[config.mk]
export PLATFORM = sky130hd
export DESIGN_NAME = shaped_slew_envelope_quad
export DESIGN_NICKNAME = d
export VERILOG_FILES = /design/src/sse_pkg.sv /design/src/shaped_slew_envelope_quad.sv /design/src/sse_state_ram.sv /design/src/sse_step_unit.sv
export SDC_FILE = /design/constraint.sdc
export NUM_CORES = 2
export LEC_CHECK = 0
export ABC_AREA = 1
export BUFFER_PORTS_ARGS = -buffer_cell sky130_fd_sc_hd__buf_2
export CAP_MARGIN = 5
export CORE_AREA = 2 2 441 443
export CTS_CLUSTER_SIZE = 16
export DETAILED_ROUTE_END_ITERATION = 10
export DIE_AREA = 0 0 443 445
export PLACE_DENSITY = 0.61
export SYNTH_ARGS = -nofsm -noshare
export SYNTH_HDL_FRONTEND = slang
export SYNTH_HIERARCHICAL = 1
export SYNTH_SLANG_ARGS = --single-unit
[constraint.sdc]
create_clock -name i_clk -period 12.6 [get_ports i_clk]
set_clock_uncertainty 0.15 [all_clocks]
set_input_delay 1.89 -clock i_clk [delete_from_list [all_inputs] [get_ports i_clk]]
set_output_delay 1.89 -clock i_clk [all_outputs]
set_load 0.01 [all_outputs]
[src/sse_pkg.sv]
// ----------------------------------------------------------------------------
// sse_pkg
// Shared types, constants and lookup functions of the four-channel shaped
// slew generator: item structs, step request/response, register indexes.
// ----------------------------------------------------------------------------
package sse_pkg;

    localparam int VOLT_BITS    = 20;
    localparam int SHAPE_BITS   = 16;
    localparam int PULSE_BITS   = 16;
    localparam int STEP_BITS    = 27;
    localparam int DIST_BITS    = 20;
    localparam int CHANNELS_DEF = 4;

    localparam logic signed [VOLT_BITS-1:0] TEN_VOLTS   = VOLT_BITS'(327680);
    localparam logic signed [VOLT_BITS-1:0] ONE_VOLT    = VOLT_BITS'(32768);
    localparam logic signed [VOLT_BITS-1:0] CYCLE_VOLTS = VOLT_BITS'(131072);

    localparam logic [14:0] LOG_W   = 15'd31130;
    localparam logic [14:0] EXP_W   = 15'd29491;
    localparam logic [14:0] E_TENTH = 15'd17815;

    localparam logic [15:0] SAMPLE_TIME_RST = 16'd683;
    localparam logic [15:0] PULSE_RST       = 16'd48;

    // Configuration register indexes
    typedef enum logic [2:0] {
        CFG_RANGE       = 3'd0,
        CFG_LOGIC       = 3'd1,
        CFG_B_AMOUNT    = 3'd2,
        CFG_C_AMOUNT    = 3'd3,
        CFG_SAMPLE_TIME = 3'd4,
        CFG_PULSE       = 3'd5
    } t_cfg_idx;

    typedef struct packed {
        logic [1:0]                   channel;
        logic signed [VOLT_BITS-1:0]  in_sample;
        logic signed [VOLT_BITS-1:0]  trig_level;
        logic signed [VOLT_BITS-1:0]  ext_trig_level;
        logic signed [VOLT_BITS-1:0]  rise_ctl;
        logic signed [VOLT_BITS-1:0]  fall_ctl;
        logic signed [VOLT_BITS-1:0]  cycle_ctl;
        logic signed [SHAPE_BITS-1:0] shape_ctl;
    } t_in_item;

    typedef struct packed {
        logic signed [VOLT_BITS-1:0] slew_out;
        logic                        end_of_cycle;
        logic                        is_rising;
        logic                        is_falling;
        logic                        pair_valid;
        logic signed [VOLT_BITS-1:0] pair_sum;
        logic signed [VOLT_BITS-1:0] pair_select;
    } t_out_item;

    typedef struct packed {
        logic [1:0]                   range_sel;
        logic signed [VOLT_BITS-1:0]  ctl;
        logic [DIST_BITS-1:0]         span;
        logic signed [SHAPE_BITS-1:0] shape;
    } t_step_req;

    typedef struct packed {
        logic                 done;
        logic [STEP_BITS-1:0] step;
    } t_step_rsp;

    // 2^(-k/16) in Q16
    function automatic logic [16:0] pow_tab(input logic [4:0] idx);
        logic [16:0] v;
        case (idx)
            5'd0:    v = 17'd65536;
            5'd1:    v = 17'd62757;
            5'd2:    v = 17'd60097;
            5'd3:    v = 17'd57549;
            5'd4:    v = 17'd55109;
            5'd5:    v = 17'd52773;
            5'd6:    v = 17'd50535;
            5'd7:    v = 17'd48393;
            5'd8:    v = 17'd46341;
            5'd9:    v = 17'd44376;
            5'd10:   v = 17'd42495;
            5'd11:   v = 17'd40693;
            5'd12:   v = 17'd38968;
            5'd13:   v = 17'd37316;
            5'd14:   v = 17'd35734;
            5'd15:   v = 17'd34219;
            default: v = 17'd32768;
        endcase
        return v;
    endfunction

    // Rate factor per time range: 10 ms, 1 ms, 100 ms
    function automatic logic [13:0] range_k(input logic [1:0] sel);
        logic [13:0] k;
        case (sel)
            2'd0:    k = 14'd1000;
            2'd1:    k = 14'd10000;
            default: k = 14'd100;
        endcase
        return k;
    endfunction

    // Schmitt trigger: returns {next armed, fire}
    function automatic logic [1:0] schmitt_next(input logic armed,
                                                input logic signed [VOLT_BITS-1:0] lvl);
        logic [1:0] r;
        if (armed) begin
            r = {!(lvl <= $signed(VOLT_BITS'(0))), 1'b0};
        end else if (lvl >= ONE_VOLT) begin
            r = 2'b11;
        end else begin
            r = 2'b00;
        end
        return r;
    endfunction

endpackage

[src/shaped_slew_envelope_quad.sv]
// ----------------------------------------------------------------------------
// shaped_slew_envelope_quad
// Four-channel shaped slew generator with end-of-cycle pulses and pair
// sum / max-min outputs; per-channel state held in a small synchronous RAM.
//
//   port group   direction  handshake                    payload
//   in item      input      i_in_valid / o_in_ready      i_in_data  (t_in_item)
//   out item     output     o_out_valid / i_out_ready    o_out_data (t_out_item)
//   config       input      i_cfg_we                     i_cfg_idx, i_cfg_data
//
// One item at a time; an item whose output already sits on its target skips the
// step unit, and a logarithmic shape takes longer than a linear/exponential one,
// set by the one-bit-per-cycle divider in the step unit.
// A finished item waits in the output register while the next item is taken.
// Synchronous active-low reset; state RAM entries read zero until written.
// ----------------------------------------------------------------------------
module shaped_slew_envelope_quad
    import sse_pkg::*;
#(
    parameter int CHANNELS = CHANNELS_DEF
) (
    input  logic       i_clk,
    input  logic       i_rst_n,
    input  logic       i_in_valid,
    output logic       o_in_ready,
    input  t_in_item   i_in_data,
    output logic       o_out_valid,
    input  logic       i_out_ready,
    output t_out_item  o_out_data,
    input  logic       i_cfg_we,
    input  logic [2:0] i_cfg_idx,
    input  logic [15:0] i_cfg_data
);

    localparam int AW      = (CHANNELS > 1) ? $clog2(CHANNELS) : 1;
    localparam int PAIRS   = (CHANNELS + 1) / 2;
    localparam int PW      = (PAIRS > 1) ? $clog2(PAIRS) : 1;
    localparam int ENTRY_W = VOLT_BITS + PULSE_BITS;

    typedef enum logic [7:0] {
        ST_IDLE    = 8'b0000_0001,
        ST_RD_SELF = 8'b0000_0010,
        ST_RD_PART = 8'b0000_0100,
        ST_EVAL    = 8'b0000_1000,
        ST_STEP    = 8'b0001_0000,
        ST_UPDATE  = 8'b0010_0000,
        ST_PAIR    = 8'b0100_0000,
        ST_FIN     = 8'b1000_0000
    } t_state;

    t_state r_state, n_state;

    // Configuration registers
    logic [7:0]  r_range;
    logic [1:0]  r_logic;
    logic [15:0] r_b_amount;
    logic [15:0] r_c_amount;
    logic [15:0] r_sample_time;
    logic [15:0] r_pulse_samples;

    // Per-channel flags
    logic [CHANNELS-1:0] r_gate;
    logic [CHANNELS-1:0] r_armed;
    logic [PAIRS-1:0]    r_ext_armed;

    // Item context
    t_in_item                    r_item;
    logic signed [VOLT_BITS-1:0] r_cur;
    logic [PULSE_BITS-1:0]       r_pulse;
    logic signed [VOLT_BITS-1:0] r_part;
    logic signed [VOLT_BITS-1:0] r_target;
    logic                        r_dir_up;
    logic                        r_dir_dn;
    logic                        r_gate_c;
    logic [STEP_BITS-1:0]        r_step;
    logic signed [VOLT_BITS-1:0] r_next;
    logic                        r_rising;
    logic                        r_falling;
    logic                        r_eoc;
    logic signed [36:0]          r_prod;
    logic signed [VOLT_BITS-1:0] r_addend;

    logic      r_out_valid;
    t_out_item r_out;

    // Addressing
    logic [AW+1:0] w_ch_ext;
    logic [AW+1:0] w_part_ext;
    logic [AW+1:0] w_in_ext;
    logic [AW-1:0] w_self;
    logic [AW-1:0] w_part;
    logic [PW:0]   w_pair_ext;
    logic [PW-1:0] w_pair;
    logic          w_unused;
    logic          w_has_part;
    logic          w_even;

    assign w_ch_ext   = (AW + 2)'(r_item.channel);
    assign w_part_ext = w_ch_ext + (AW + 2)'(1);
    assign w_in_ext   = (AW + 2)'(i_in_data.channel);
    assign w_self     = w_ch_ext[AW-1:0];
    assign w_part     = w_part_ext[AW-1:0];
    assign w_pair_ext = (PW + 1)'(r_item.channel[1]);
    assign w_pair     = w_pair_ext[PW-1:0];
    assign w_unused   = 6'(r_item.channel) >= 6'(CHANNELS);
    assign w_has_part = (6'(r_item.channel) + 6'd1) < 6'(CHANNELS);
    assign w_even     = !r_item.channel[0];

    // State memory
    logic               w_mem_we;
    logic [ENTRY_W-1:0] w_mem_wdata;
    logic               w_mem_re;
    logic [AW-1:0]      w_mem_raddr;
    logic [ENTRY_W-1:0] w_mem_rdata;
    logic               w_accept;

    assign w_accept    = i_in_valid && o_in_ready;
    assign w_mem_re    = w_accept || (r_state == ST_RD_SELF);
    assign w_mem_raddr = (r_state == ST_RD_SELF) ? w_part : w_in_ext[AW-1:0];

    sse_state_ram #(
        .DEPTH (CHANNELS),
        .WIDTH (ENTRY_W)
    ) u_ram (
        .i_clk   (i_clk),
        .i_rst_n (i_rst_n),
        .i_we    (w_mem_we),
        .i_waddr (w_self),
        .i_wdata (w_mem_wdata),
        .i_re    (w_mem_re),
        .i_raddr (w_mem_raddr),
        .o_rdata (w_mem_rdata)
    );

    // Triggers, target and distance
    logic [1:0]                  w_ext_sch;
    logic [1:0]                  w_ch_sch;
    logic                        w_fire_ext;
    logic                        w_gate_c;
    logic signed [VOLT_BITS-1:0] w_target;
    logic signed [VOLT_BITS:0]   w_delta;
    logic                        w_up;
    logic                        w_dn;
    t_step_req                   w_req;
    t_step_rsp                   w_rsp;
    logic                        w_start;

    always_comb begin
        w_ext_sch  = schmitt_next(r_ext_armed[w_pair], r_item.ext_trig_level);
        w_ch_sch   = schmitt_next(r_armed[w_self], r_item.trig_level);
        w_fire_ext = w_even && w_ext_sch[0];
        w_gate_c   = r_gate[w_self] || w_fire_ext || w_ch_sch[0];
        w_target   = w_gate_c ? TEN_VOLTS : r_item.in_sample;
        w_delta    = (VOLT_BITS + 1)'(w_target) - (VOLT_BITS + 1)'(r_cur);
        w_dn       = w_delta[VOLT_BITS];
        w_up       = !w_delta[VOLT_BITS] && (w_delta != '0);
        w_req.range_sel = r_range[{r_item.channel, 1'b0} +: 2];
        w_req.ctl       = w_up ? r_item.rise_ctl : r_item.fall_ctl;
        w_req.span      = w_dn ? DIST_BITS'(-w_delta) : DIST_BITS'(w_delta);
        w_req.shape     = r_item.shape_ctl;
        w_start         = (r_state == ST_EVAL) && (w_up || w_dn);
    end

    sse_step_unit u_step (
        .i_clk         (i_clk),
        .i_rst_n       (i_rst_n),
        .i_start       (w_start),
        .i_req         (w_req),
        .i_sample_time (r_sample_time),
        .o_rsp         (w_rsp)
    );

    // Move, snap, gate and pulse
    logic signed [28:0]          w_cur_x;
    logic signed [28:0]          w_tgt_x;
    logic signed [28:0]          w_step_x;
    logic signed [28:0]          w_moved;
    logic                        w_rising;
    logic                        w_falling;
    logic                        w_fall_snap;
    logic signed [VOLT_BITS-1:0] w_next;
    logic [PULSE_BITS-1:0]       w_pulse_set;
    logic                        w_eoc;
    logic [PULSE_BITS-1:0]       w_pulse_dec;
    logic                        w_gate_fin;

    always_comb begin
        w_cur_x     = 29'(r_cur);
        w_tgt_x     = 29'(r_target);
        w_step_x    = $signed({2'b00, r_step});
        w_moved     = r_dir_up ? (w_cur_x + w_step_x) : (w_cur_x - w_step_x);
        w_rising    = r_dir_up && ((w_tgt_x - w_moved) > 29'sd32);
        w_falling   = r_dir_dn && ((w_moved - w_tgt_x) > 29'sd32);
        w_next      = (w_rising || w_falling) ? w_moved[VOLT_BITS-1:0] : r_target;
        w_fall_snap = r_dir_dn && !w_falling;
        w_pulse_set = (w_fall_snap && (r_pulse < r_pulse_samples)) ? r_pulse_samples
                                                                   : r_pulse;
        w_eoc       = (w_pulse_set != '0);
        w_pulse_dec = w_eoc ? (w_pulse_set - PULSE_BITS'(1)) : w_pulse_set;
        if (r_dir_up && !w_rising) begin
            w_gate_fin = 1'b0;
        end else if (w_fall_snap && (r_item.cycle_ctl >= CYCLE_VOLTS)) begin
            w_gate_fin = 1'b1;
        end else if (!r_dir_up && !r_dir_dn) begin
            w_gate_fin = 1'b0;
        end else begin
            w_gate_fin = r_gate_c;
        end
        w_mem_we    = (r_state == ST_UPDATE);
        w_mem_wdata = {w_next, w_pulse_dec};
    end

    // Pair product, rounding and saturation
    logic signed [VOLT_BITS-1:0] w_mul_val;
    logic [15:0]                 w_weight;
    logic signed [36:0]          w_prod;
    logic signed [37:0]          w_round;
    logic signed [23:0]          w_sum;
    logic signed [VOLT_BITS-1:0] w_sum_sat;
    logic signed [VOLT_BITS-1:0] w_pick;
    logic                        w_pair_valid;
    logic                        w_load;
    t_out_item                   w_out;

    always_comb begin
        w_mul_val = r_item.channel[1] ? r_next : r_part;
        w_weight  = r_item.channel[1] ? r_c_amount : r_b_amount;
        w_prod    = 37'(w_mul_val) * $signed({1'b0, w_weight});
        w_round   = (38'(r_prod) + 38'sd16384) >>> 15;
        w_sum     = 24'(r_addend) + $signed(w_round[23:0]);
        if (w_sum > 24'sd524287) begin
            w_sum_sat = VOLT_BITS'(524287);
        end else if (w_sum < -24'sd524288) begin
            w_sum_sat = VOLT_BITS'(-524288);
        end else begin
            w_sum_sat = w_sum[VOLT_BITS-1:0];
        end
        if (r_logic[r_item.channel[1]]) begin
            w_pick = (r_next > r_part) ? r_part : r_next;
        end else begin
            w_pick = (r_next > r_part) ? r_next : r_part;
        end
        w_pair_valid = !w_unused && w_even && w_has_part;

        w_out = '0;
        if (!w_unused) begin
            w_out.slew_out     = r_next;
            w_out.end_of_cycle = r_eoc;
            w_out.is_rising    = r_rising;
            w_out.is_falling   = r_falling;
            w_out.pair_valid   = w_pair_valid;
            if (w_pair_valid) begin
                w_out.pair_sum    = w_sum_sat;
                w_out.pair_select = w_pick;
            end
        end
        w_load = (r_state == ST_FIN) && (!r_out_valid || i_out_ready);
    end

    // Control sequence
    always_comb begin
        n_state = r_state;
        case (r_state)
            ST_IDLE:    if (w_accept) n_state = ST_RD_SELF;
            ST_RD_SELF: n_state = w_unused ? ST_FIN : ST_RD_PART;
            ST_RD_PART: n_state = ST_EVAL;
            ST_EVAL:    n_state = w_start ? ST_STEP : ST_UPDATE;
            ST_STEP:    if (w_rsp.done) n_state = ST_UPDATE;
            ST_UPDATE:  n_state = ST_PAIR;
            ST_PAIR:    n_state = ST_FIN;
            ST_FIN:     if (w_load) n_state = ST_IDLE;
            default:    n_state = ST_IDLE;
        endcase
    end

    always_ff @(posedge i_clk) begin
        if (!i_rst_n) begin
            r_state <= ST_IDLE;
        end else begin
            r_state <= n_state;
        end
    end

    // Configuration writes
    always_ff @(posedge i_clk) begin
        if (!i_rst_n) begin
            r_range         <= '0;
            r_logic         <= '0;
            r_b_amount      <= '0;
            r_c_amount      <= '0;
            r_sample_time   <= SAMPLE_TIME_RST;
            r_pulse_samples <= PULSE_RST;
        end else if (i_cfg_we) begin
            case (i_cfg_idx)
                CFG_RANGE:       r_range         <= i_cfg_data[7:0];
                CFG_LOGIC:       r_logic         <= i_cfg_data[1:0];
                CFG_B_AMOUNT:    r_b_amount      <= i_cfg_data;
                CFG_C_AMOUNT:    r_c_amount      <= i_cfg_data;
                CFG_SAMPLE_TIME: r_sample_time   <= i_cfg_data;
                CFG_PULSE:       r_pulse_samples <= i_cfg_data;
                default: begin
                end
            endcase
        end
    end

    // Trigger and gate flags
    always_ff @(posedge i_clk) begin
        if (!i_rst_n) begin
            r_gate      <= '0;
            r_armed     <= '0;
            r_ext_armed <= '0;
        end else if (r_state == ST_EVAL) begin
            if (w_even) r_ext_armed[w_pair] <= w_ext_sch[1];
            r_armed[w_self] <= w_ch_sch[1];
            r_gate[w_self]  <= w_gate_c;
            if (w_fire_ext && w_has_part) r_gate[w_part] <= 1'b1;
        end else if (r_state == ST_UPDATE) begin
            r_gate[w_self] <= w_gate_fin;
        end
    end

    // Item datapath
    always_ff @(posedge i_clk) begin
        case (r_state)
            ST_IDLE: begin
                if (w_accept) r_item <= i_in_data;
            end
            ST_RD_SELF: begin
                r_cur   <= w_mem_rdata[ENTRY_W-1:PULSE_BITS];
                r_pulse <= w_mem_rdata[PULSE_BITS-1:0];
            end
            ST_RD_PART: begin
                r_part <= w_mem_rdata[ENTRY_W-1:PULSE_BITS];
            end
            ST_EVAL: begin
                r_target <= w_target;
                r_dir_up <= w_up;
                r_dir_dn <= w_dn;
                r_gate_c <= w_gate_c;
            end
            ST_STEP: begin
                if (w_rsp.done) r_step <= w_rsp.step;
            end
            ST_UPDATE: begin
                r_next    <= w_next;
                r_rising  <= w_rising;
                r_falling <= w_falling;
                r_eoc     <= w_eoc;
            end
            ST_PAIR: begin
                r_prod   <= w_prod;
                r_addend <= r_item.channel[1] ? r_part : r_next;
            end
            default: begin
            end
        endcase
    end

    // Output register
    always_ff @(posedge i_clk) begin
        if (!i_rst_n) begin
            r_out_valid <= 1'b0;
        end else if (w_load) begin
            r_out_valid <= 1'b1;
        end else if (i_out_ready) begin
            r_out_valid <= 1'b0;
        end
    end

    always_ff @(posedge i_clk) begin
        if (w_load) r_out <= w_out;
    end

    assign o_in_ready  = (r_state == ST_IDLE);
    assign o_out_valid = r_out_valid;
    assign o_out_data  = r_out;

    // Checks
    a_accept_reads : assert property (@(posedge i_clk) disable iff (!i_rst_n)
        w_accept |=> (r_state == ST_RD_SELF))
        else $error("accepted item did not start a state read");

    a_no_unused_write : assert property (@(posedge i_clk) disable iff (!i_rst_n)
        w_mem_we |-> !w_unused)
        else $error("state write for a channel beyond the configured count");

    a_dir_exclusive : assert property (@(posedge i_clk) disable iff (!i_rst_n)
        o_out_valid |-> !(o_out_data.is_rising && o_out_data.is_falling))
        else $error("output reports rising and falling together");

    a_step_only_in_step : assert property (@(posedge i_clk) disable iff (!i_rst_n)
        w_rsp.done |-> (r_state == ST_STEP))
        else $error("step result arrived outside the step wait");

endmodule

[src/sse_state_ram.sv]
// ----------------------------------------------------------------------------
// sse_state_ram
// Per-channel state memory (output value and pulse count), one write and one
// registered read port; per-entry valid bits make unwritten entries read zero.
// ----------------------------------------------------------------------------
module sse_state_ram
    import sse_pkg::*;
#(
    parameter int DEPTH = CHANNELS_DEF,
    parameter int WIDTH = VOLT_BITS + PULSE_BITS,
    localparam int AW   = (DEPTH > 1) ? $clog2(DEPTH) : 1
) (
    input  logic             i_clk,
    input  logic             i_rst_n,
    input  logic             i_we,
    input  logic [AW-1:0]    i_waddr,
    input  logic [WIDTH-1:0] i_wdata,
    input  logic             i_re,
    input  logic [AW-1:0]    i_raddr,
    output logic [WIDTH-1:0] o_rdata
);

    logic [WIDTH-1:0] r_mem [DEPTH];
    logic [DEPTH-1:0] r_valid;
    logic [WIDTH-1:0] r_rdata;
    logic             r_rvalid;

    // Storage array and registered read
    always_ff @(posedge i_clk) begin
        if (i_we) begin
            r_mem[i_waddr] <= i_wdata;
        end
        if (i_re) begin
            r_rdata <= r_mem[i_raddr];
        end
    end

    // Track written entries
    always_ff @(posedge i_clk) begin
        if (!i_rst_n) begin
            r_valid  <= '0;
            r_rvalid <= 1'b0;
        end else begin
            if (i_we) begin
                r_valid[i_waddr] <= 1'b1;
            end
            if (i_re) begin
                r_rvalid <= r_valid[i_raddr];
            end
        end
    end

    assign o_rdata = r_rvalid ? r_rdata : '0;

endmodule

[src/sse_step_unit.sv]
// ----------------------------------------------------------------------------
// sse_step_unit
// Step size sequencer: exponential time constant from table, linear/log/exp
// laws and crossfade, on one shared multiplier and a bit-serial divider.
// ----------------------------------------------------------------------------
module sse_step_unit
    import sse_pkg::*;
(
    input  logic        i_clk,
    input  logic        i_rst_n,
    input  logic        i_start,
    input  t_step_req   i_req,
    input  logic [15:0] i_sample_time,
    output t_step_rsp   o_rsp
);

    typedef enum logic [11:0] {
        SU_IDLE  = 12'b0000_0000_0001,
        SU_FRAC  = 12'b0000_0000_0010,
        SU_KST   = 12'b0000_0000_0100,
        SU_KSTM  = 12'b0000_0000_1000,
        SU_SHIFT = 12'b0000_0001_0000,
        SU_WGT   = 12'b0000_0010_0000,
        SU_EXP1  = 12'b0000_0100_0000,
        SU_EXP2  = 12'b0000_1000_0000,
        SU_DIV   = 12'b0001_0000_0000,
        SU_MIXA  = 12'b0010_0000_0000,
        SU_MIXB  = 12'b0100_0000_0000,
        SU_MIXC  = 12'b1000_0000_0000
    } t_su_state;

    localparam int DIV_STEPS = 47;

    t_su_state   r_state, n_state;
    t_step_req   r_req;
    logic [16:0] r_m;
    logic [29:0] r_r;
    logic [14:0] r_w;
    logic [34:0] r_other;
    logic [45:0] r_acc;
    logic [56:0] r_p;
    logic [20:0] r_rem;
    logic [46:0] r_quo;
    logic [5:0]  r_cnt;

    logic [15:0] w_cv;
    logic [18:0] w_e;
    logic [3:0]  w_ip;
    logic [4:0]  w_idx;
    logic [10:0] w_frac;
    logic [16:0] w_tab_lo;
    logic [16:0] w_diff;
    logic [15:0] w_mag;
    logic [14:0] w_wconst;
    logic [15:0] w_winv;
    logic [35:0] w_ma;
    logic [20:0] w_mb;
    logic [56:0] w_prod;
    logic [20:0] w_den;
    logic [21:0] w_trial;
    logic        w_ge;
    logic [20:0] w_rem_n;
    logic [46:0] w_quo_n;
    logic [51:0] w_mix;
    logic [STEP_BITS-1:0] w_step;

    // Clamp control to 0..1 and split 10*ctl into octave and fraction
    always_comb begin
        if (r_req.ctl[VOLT_BITS-1]) begin
            w_cv = '0;
        end else if (r_req.ctl > $signed(VOLT_BITS'(32768))) begin
            w_cv = 16'd32768;
        end else begin
            w_cv = r_req.ctl[15:0];
        end
        w_e      = {w_cv, 3'b000} + {2'b00, w_cv, 1'b0};
        w_ip     = w_e[18:15];
        w_idx    = {1'b0, w_e[14:11]};
        w_frac   = w_e[10:0];
        w_tab_lo = pow_tab(w_idx);
        w_diff   = w_tab_lo - pow_tab(w_idx + 5'd1);
        w_mag    = r_req.shape[SHAPE_BITS-1] ? 16'(-r_req.shape) : 16'(r_req.shape);
        w_wconst = r_req.shape[SHAPE_BITS-1] ? LOG_W : EXP_W;
        w_winv   = 16'(17'd32768 - {2'b00, r_w});
        w_den    = {1'b0, r_req.span} + 21'd32768;
    end

    // Shared multiplier operand select
    always_comb begin
        w_ma = '0;
        w_mb = '0;
        case (r_state)
            SU_FRAC: begin
                w_ma = 36'(w_diff);
                w_mb = 21'(w_frac);
            end
            SU_KST: begin
                w_ma = 36'(i_sample_time);
                w_mb = 21'(range_k(r_req.range_sel));
            end
            SU_KSTM: begin
                w_ma = 36'(r_p[29:0]);
                w_mb = 21'(r_m);
            end
            SU_SHIFT: begin
                w_ma = 36'(w_mag);
                w_mb = 21'(w_wconst);
            end
            SU_WGT: begin
                w_ma = 36'(r_r);
                w_mb = 21'(E_TENTH);
            end
            SU_EXP1: begin
                w_ma = 36'(r_p[44:16]);
                w_mb = 21'(r_req.span);
            end
            SU_MIXA: begin
                w_ma = 36'(r_r);
                w_mb = 21'(w_winv);
            end
            SU_MIXB: begin
                w_ma = 36'(r_other);
                w_mb = 21'(r_w);
            end
            default: begin
                w_ma = '0;
                w_mb = '0;
            end
        endcase
    end

    assign w_prod = w_ma * w_mb;

    // One restoring divide step
    always_comb begin
        w_trial = {r_rem, r_quo[46]};
        w_ge    = w_trial >= {1'b0, w_den};
        w_rem_n = w_ge ? 21'(w_trial - {1'b0, w_den}) : w_trial[20:0];
        w_quo_n = {r_quo[45:0], w_ge};
    end

    // Final crossfade with rounding, minimum of one step
    always_comb begin
        w_mix  = 52'(r_acc) + 52'(r_p[50:0]) + 52'(24'h80_0000);
        w_step = w_mix[50:24];
        if (w_step == '0) begin
            w_step = STEP_BITS'(1);
        end
    end

    // Sequence
    always_comb begin
        n_state = r_state;
        case (r_state)
            SU_IDLE:  if (i_start) n_state = SU_FRAC;
            SU_FRAC:  n_state = SU_KST;
            SU_KST:   n_state = SU_KSTM;
            SU_KSTM:  n_state = SU_SHIFT;
            SU_SHIFT: n_state = SU_WGT;
            SU_WGT:   n_state = r_req.shape[SHAPE_BITS-1] ? SU_DIV : SU_EXP1;
            SU_EXP1:  n_state = SU_EXP2;
            SU_EXP2:  n_state = SU_MIXA;
            SU_DIV:   if (r_cnt == 6'(DIV_STEPS - 1)) n_state = SU_MIXA;
            SU_MIXA:  n_state = SU_MIXB;
            SU_MIXB:  n_state = SU_MIXC;
            SU_MIXC:  n_state = SU_IDLE;
            default:  n_state = SU_IDLE;
        endcase
    end

    always_ff @(posedge i_clk) begin
        if (!i_rst_n) begin
            r_state <= SU_IDLE;
        end else begin
            r_state <= n_state;
        end
    end

    // Datapath registers
    always_ff @(posedge i_clk) begin
        r_p <= w_prod;
        case (r_state)
            SU_IDLE: begin
                if (i_start) r_req <= i_req;
            end
            SU_KST: begin
                r_m <= w_tab_lo - 17'(r_p[27:11]);
            end
            SU_SHIFT: begin
                r_r <= 30'((r_p[46:0] >> 16) >> w_ip);
            end
            SU_WGT: begin
                r_w   <= r_p[29:15];
                r_rem <= '0;
                r_quo <= {r_r, 17'b0};
                r_cnt <= '0;
            end
            SU_EXP2: begin
                r_other <= r_p[49:15];
            end
            SU_DIV: begin
                r_rem <= w_rem_n;
                r_quo <= w_quo_n;
                r_cnt <= r_cnt + 6'd1;
                if (r_cnt == 6'(DIV_STEPS - 1)) r_other <= w_quo_n[34:0];
            end
            SU_MIXB: begin
                r_acc <= r_p[45:0];
            end
            default: begin
            end
        endcase
    end

    assign o_rsp.done = (r_state == SU_MIXC);
    assign o_rsp.step = w_step;

endmodule

==> metrics.yaml <==
netlist.area_leader.share_pct: 27.76
dp.cells: 12900
htree_levels: 3
crit_path_start: "u_step/r_req[43]"
ctsHoldBuffers: 0
die_area_sq_um: 197100
crit_fanout: 13
ir_drop_mv: 0.4589
critPathLaunchType: "flop"
ys_warn_count: 6
grt_max_degree: 127
antenna_found_initial: 9
netlist_area_sq_um: 87850
rr_startpoint: "u_step/r_req[43]"
relSlewSlack_pct: 16.91
grt_pass1_vias: 70820
post_dp_cell_area_sq_um: 92910
drive_gt1_share_pct: 8.311
wire_per_inst_um: 21.35
cap_viol_max_count: 0
worst_path_max_delay_cell: "fa_1"
final_nets: 12130
drc_errors: 0
critPathKind: "flop to flop"
floorplan.rows: 161
hold_violations: 0
ys_types: 78
worstSetupEndpointType: "flop"
worst_ep_arrival_time_ps: 12340
worst-r2r-cell-count: 58
power_density_nw_per_um2: 174.1
fillers: 18140
io_buffers: 210
cts_sinks: 973
regArea_sq_um: 27610
ctsRootBufferMaster: "clkbuf_16"
synthArstFlopShare_pct: 0
gp_congestion: 0.9598
grt_overflow: 0
instances_no_fill: 13100
regToRegSetupSlack_ps: 780
r2r_end: "u_step/r_p[50]"
wl_mm: 279.6
synth_top_cell_by_area: "edfxtp_1"
clock.fmax_ghz: 0.08461
gr-usage-all-layers_pct: 28.20
cts_buffers: 98
die_y_um: 445
slowest_delay_ps: 540
clk_latency_ps: 760
postSynthAreaPerCell_sq_um: 8.624
drtPass1Iterations: 6
seq_area_frac_synth_pct: 31.43
period_share_pct: 93.80
design_area_sq_um: 96670
setup-tns-final_ps: 0
final_util_pct: 50.36
area_growth_pct: 10.05
synth_commonest_cells: "inv_1 (1966), nand2_1 (1951), nor2_1 (1010)"
maxSlewViolCount: 0
setup_viol: 0
synthTopCellsByArea: "edfxtp_1 (28%), fa_1 (21%), inv_1 (8.4%)"
hold_start: "r_item[12]"
avgViaCountPerCell: 5.415
clk_pin_slew_ps: 60
finalPower_mw: 16.83
multi_input_area_sq_um: 51850
syn_inst: 10190
antenna_violating_nets_post_route: 0
cts_buffer_depth: 3
p_leak_nw: 44.72
whs_path_depth: 0
period_needed_ps: 11820
num_vias: 70920
synth_edf_count: 812
status: "complete, no violations"
min_to: "u_step/r_req[12]"
io_pins: 228
yosysMostFrequentCell: "inv_1"
initial_core_util_pct: 45.76
cts_tree: "yes"
core_area_sq_um: 192000
worstMarginPinSlew_ps: 1246
synth-seq-cells: 973
dpl.hpwl_mm: 220.1
worstHoldPathType: "flop to flop"
yosys_most_used_dff: "edfxtp_1"
crit_required_ps: 13120
grt_first_pass_wirelength_mm: 422.6
die_w_um: 443
drt-initial-drc-count: 5809
routing by layer:
| layer | GRT usage (%) | routed length (um) |
|---|---|---|
| met1 | 37.47 | 117000 |
| met2 | 46.09 | 129300 |
| met3 | 4.211 | 19510 |
| met4 | 11.88 | 13700 |
| met5 | 0 | 11 |
worst max-delay path by stage:
stage                                end  slack (ps)  cells past startpoint
after floorplan           u_step/r_p[48]         840                     67
after global placement    u_step/r_p[40]         200                     62
after detailed placement  u_step/r_p[40]         110                     62
after CTS                 u_step/r_p[48]          30                     64
after global routing      u_step/r_p[48]          -4                     61
final                     u_step/r_p[50]         780                     58
cells in the final DEF (no fill, tap or decap), types with 100 or more instances in the layout:
| master | Yosys | routed |
|---|---|---|
| nor2_1 | 1010 | 992 |
| nand3_1 | 341 | 339 |
| a21oi_1 | 525 | 510 |
| ha_1 | 569 | 561 |
| nand2_1 | 1951 | 1940 |
| clkbuf_16 | 0 | 100 |
| fa_1 | 911 | 911 |
| buf_4 | 4 | 252 |
| o21ai_0 | 539 | 518 |
| buf_2 | 63 | 210 |
| inv_1 | 1966 | 1957 |
| dfxtp_1 | 161 | 160 |
| edfxtp_1 | 812 | 812 |
| xor2_1 | 194 | 194 |
cell families after synthesis:
kind of cell	synth area share (%)
AND/OR/NAND/NOR	17.15
adder cells (fa/ha/maj)	28.86
AO/OA/AOI/OAI	9.507
other	0.008549
buffers and inverters	10.15
XOR/XNOR	2.900
flip-flops	31.43
sequential cells by signal, summed over array words and instances, names as in the netlist, 17 cells and up:
signal,cells
u_ram/r_rdata,36
r_item,119
u_step/r_req,58
u_step/r_rem,21
r_step,27
r_next,20
o_out_data,64
u_step/r_p,51
r_cur,20
u_step/r_m,17
r_prod,23
u_step/r_quo,47
r_part,20
r_target,20
u_step/r_r,30
u_ram/r_mem,144
r_addend,20
u_step/r_acc,46
u_step/r_other,35
metrics by stage:
step,hold WS [ps],worst slack [ps]
5_1_grt,275.2,-3.976
4_1_cts,268.5,34.95
3_3_place_gp,252.7,204.0
6_report,267.6,780.8
3_5_place_dp,254.5,112.2
2_1_floorplan,250.3,844.9
cell type report:
class | count | share of cell area (%)
Antenna cell | 7 | 0.01812
Timing Repair Buffer | 472 | 3.215
Tap cell | 2526 | 3.269
Clock buffer | 124 | 2.723
Clock inverter | 56 | 0.6989
Multi-Input combinational cell | 6911 | 53.63
Inverter | 2028 | 7.888
Sequential cell | 973 | 28.56
critical path: cells and delay by family, from the launching register on:
family	cells	cell delay, ps
AO/OA/AOI/OAI	8	1450
adder cells (fa/ha/maj)	12	4770
flip-flops	1	400
buffers and inverters	13	1410
AND/OR/NAND/NOR	24	3350
XOR/XNOR	1	170
repair_timing:
| item | in CTS | in global routing |
|---|---|---|
| hold endpoints to repair | 0 | 0 |
| gates resized for setup | 0 | 84 |
| endpoints found under the setup margin | 0 | 35 |
| buffers inserted | 0 | 14 |
report_power, final:
group	internal, mW	leakage, nW	switching, mW
logic	3.50	34.3	6.11
clock network	1.74	1.60	1.32
registers	4.09	8.77	0.0675
total	9.33	44.7	7.50
Power figures use the tool's default switching activity.
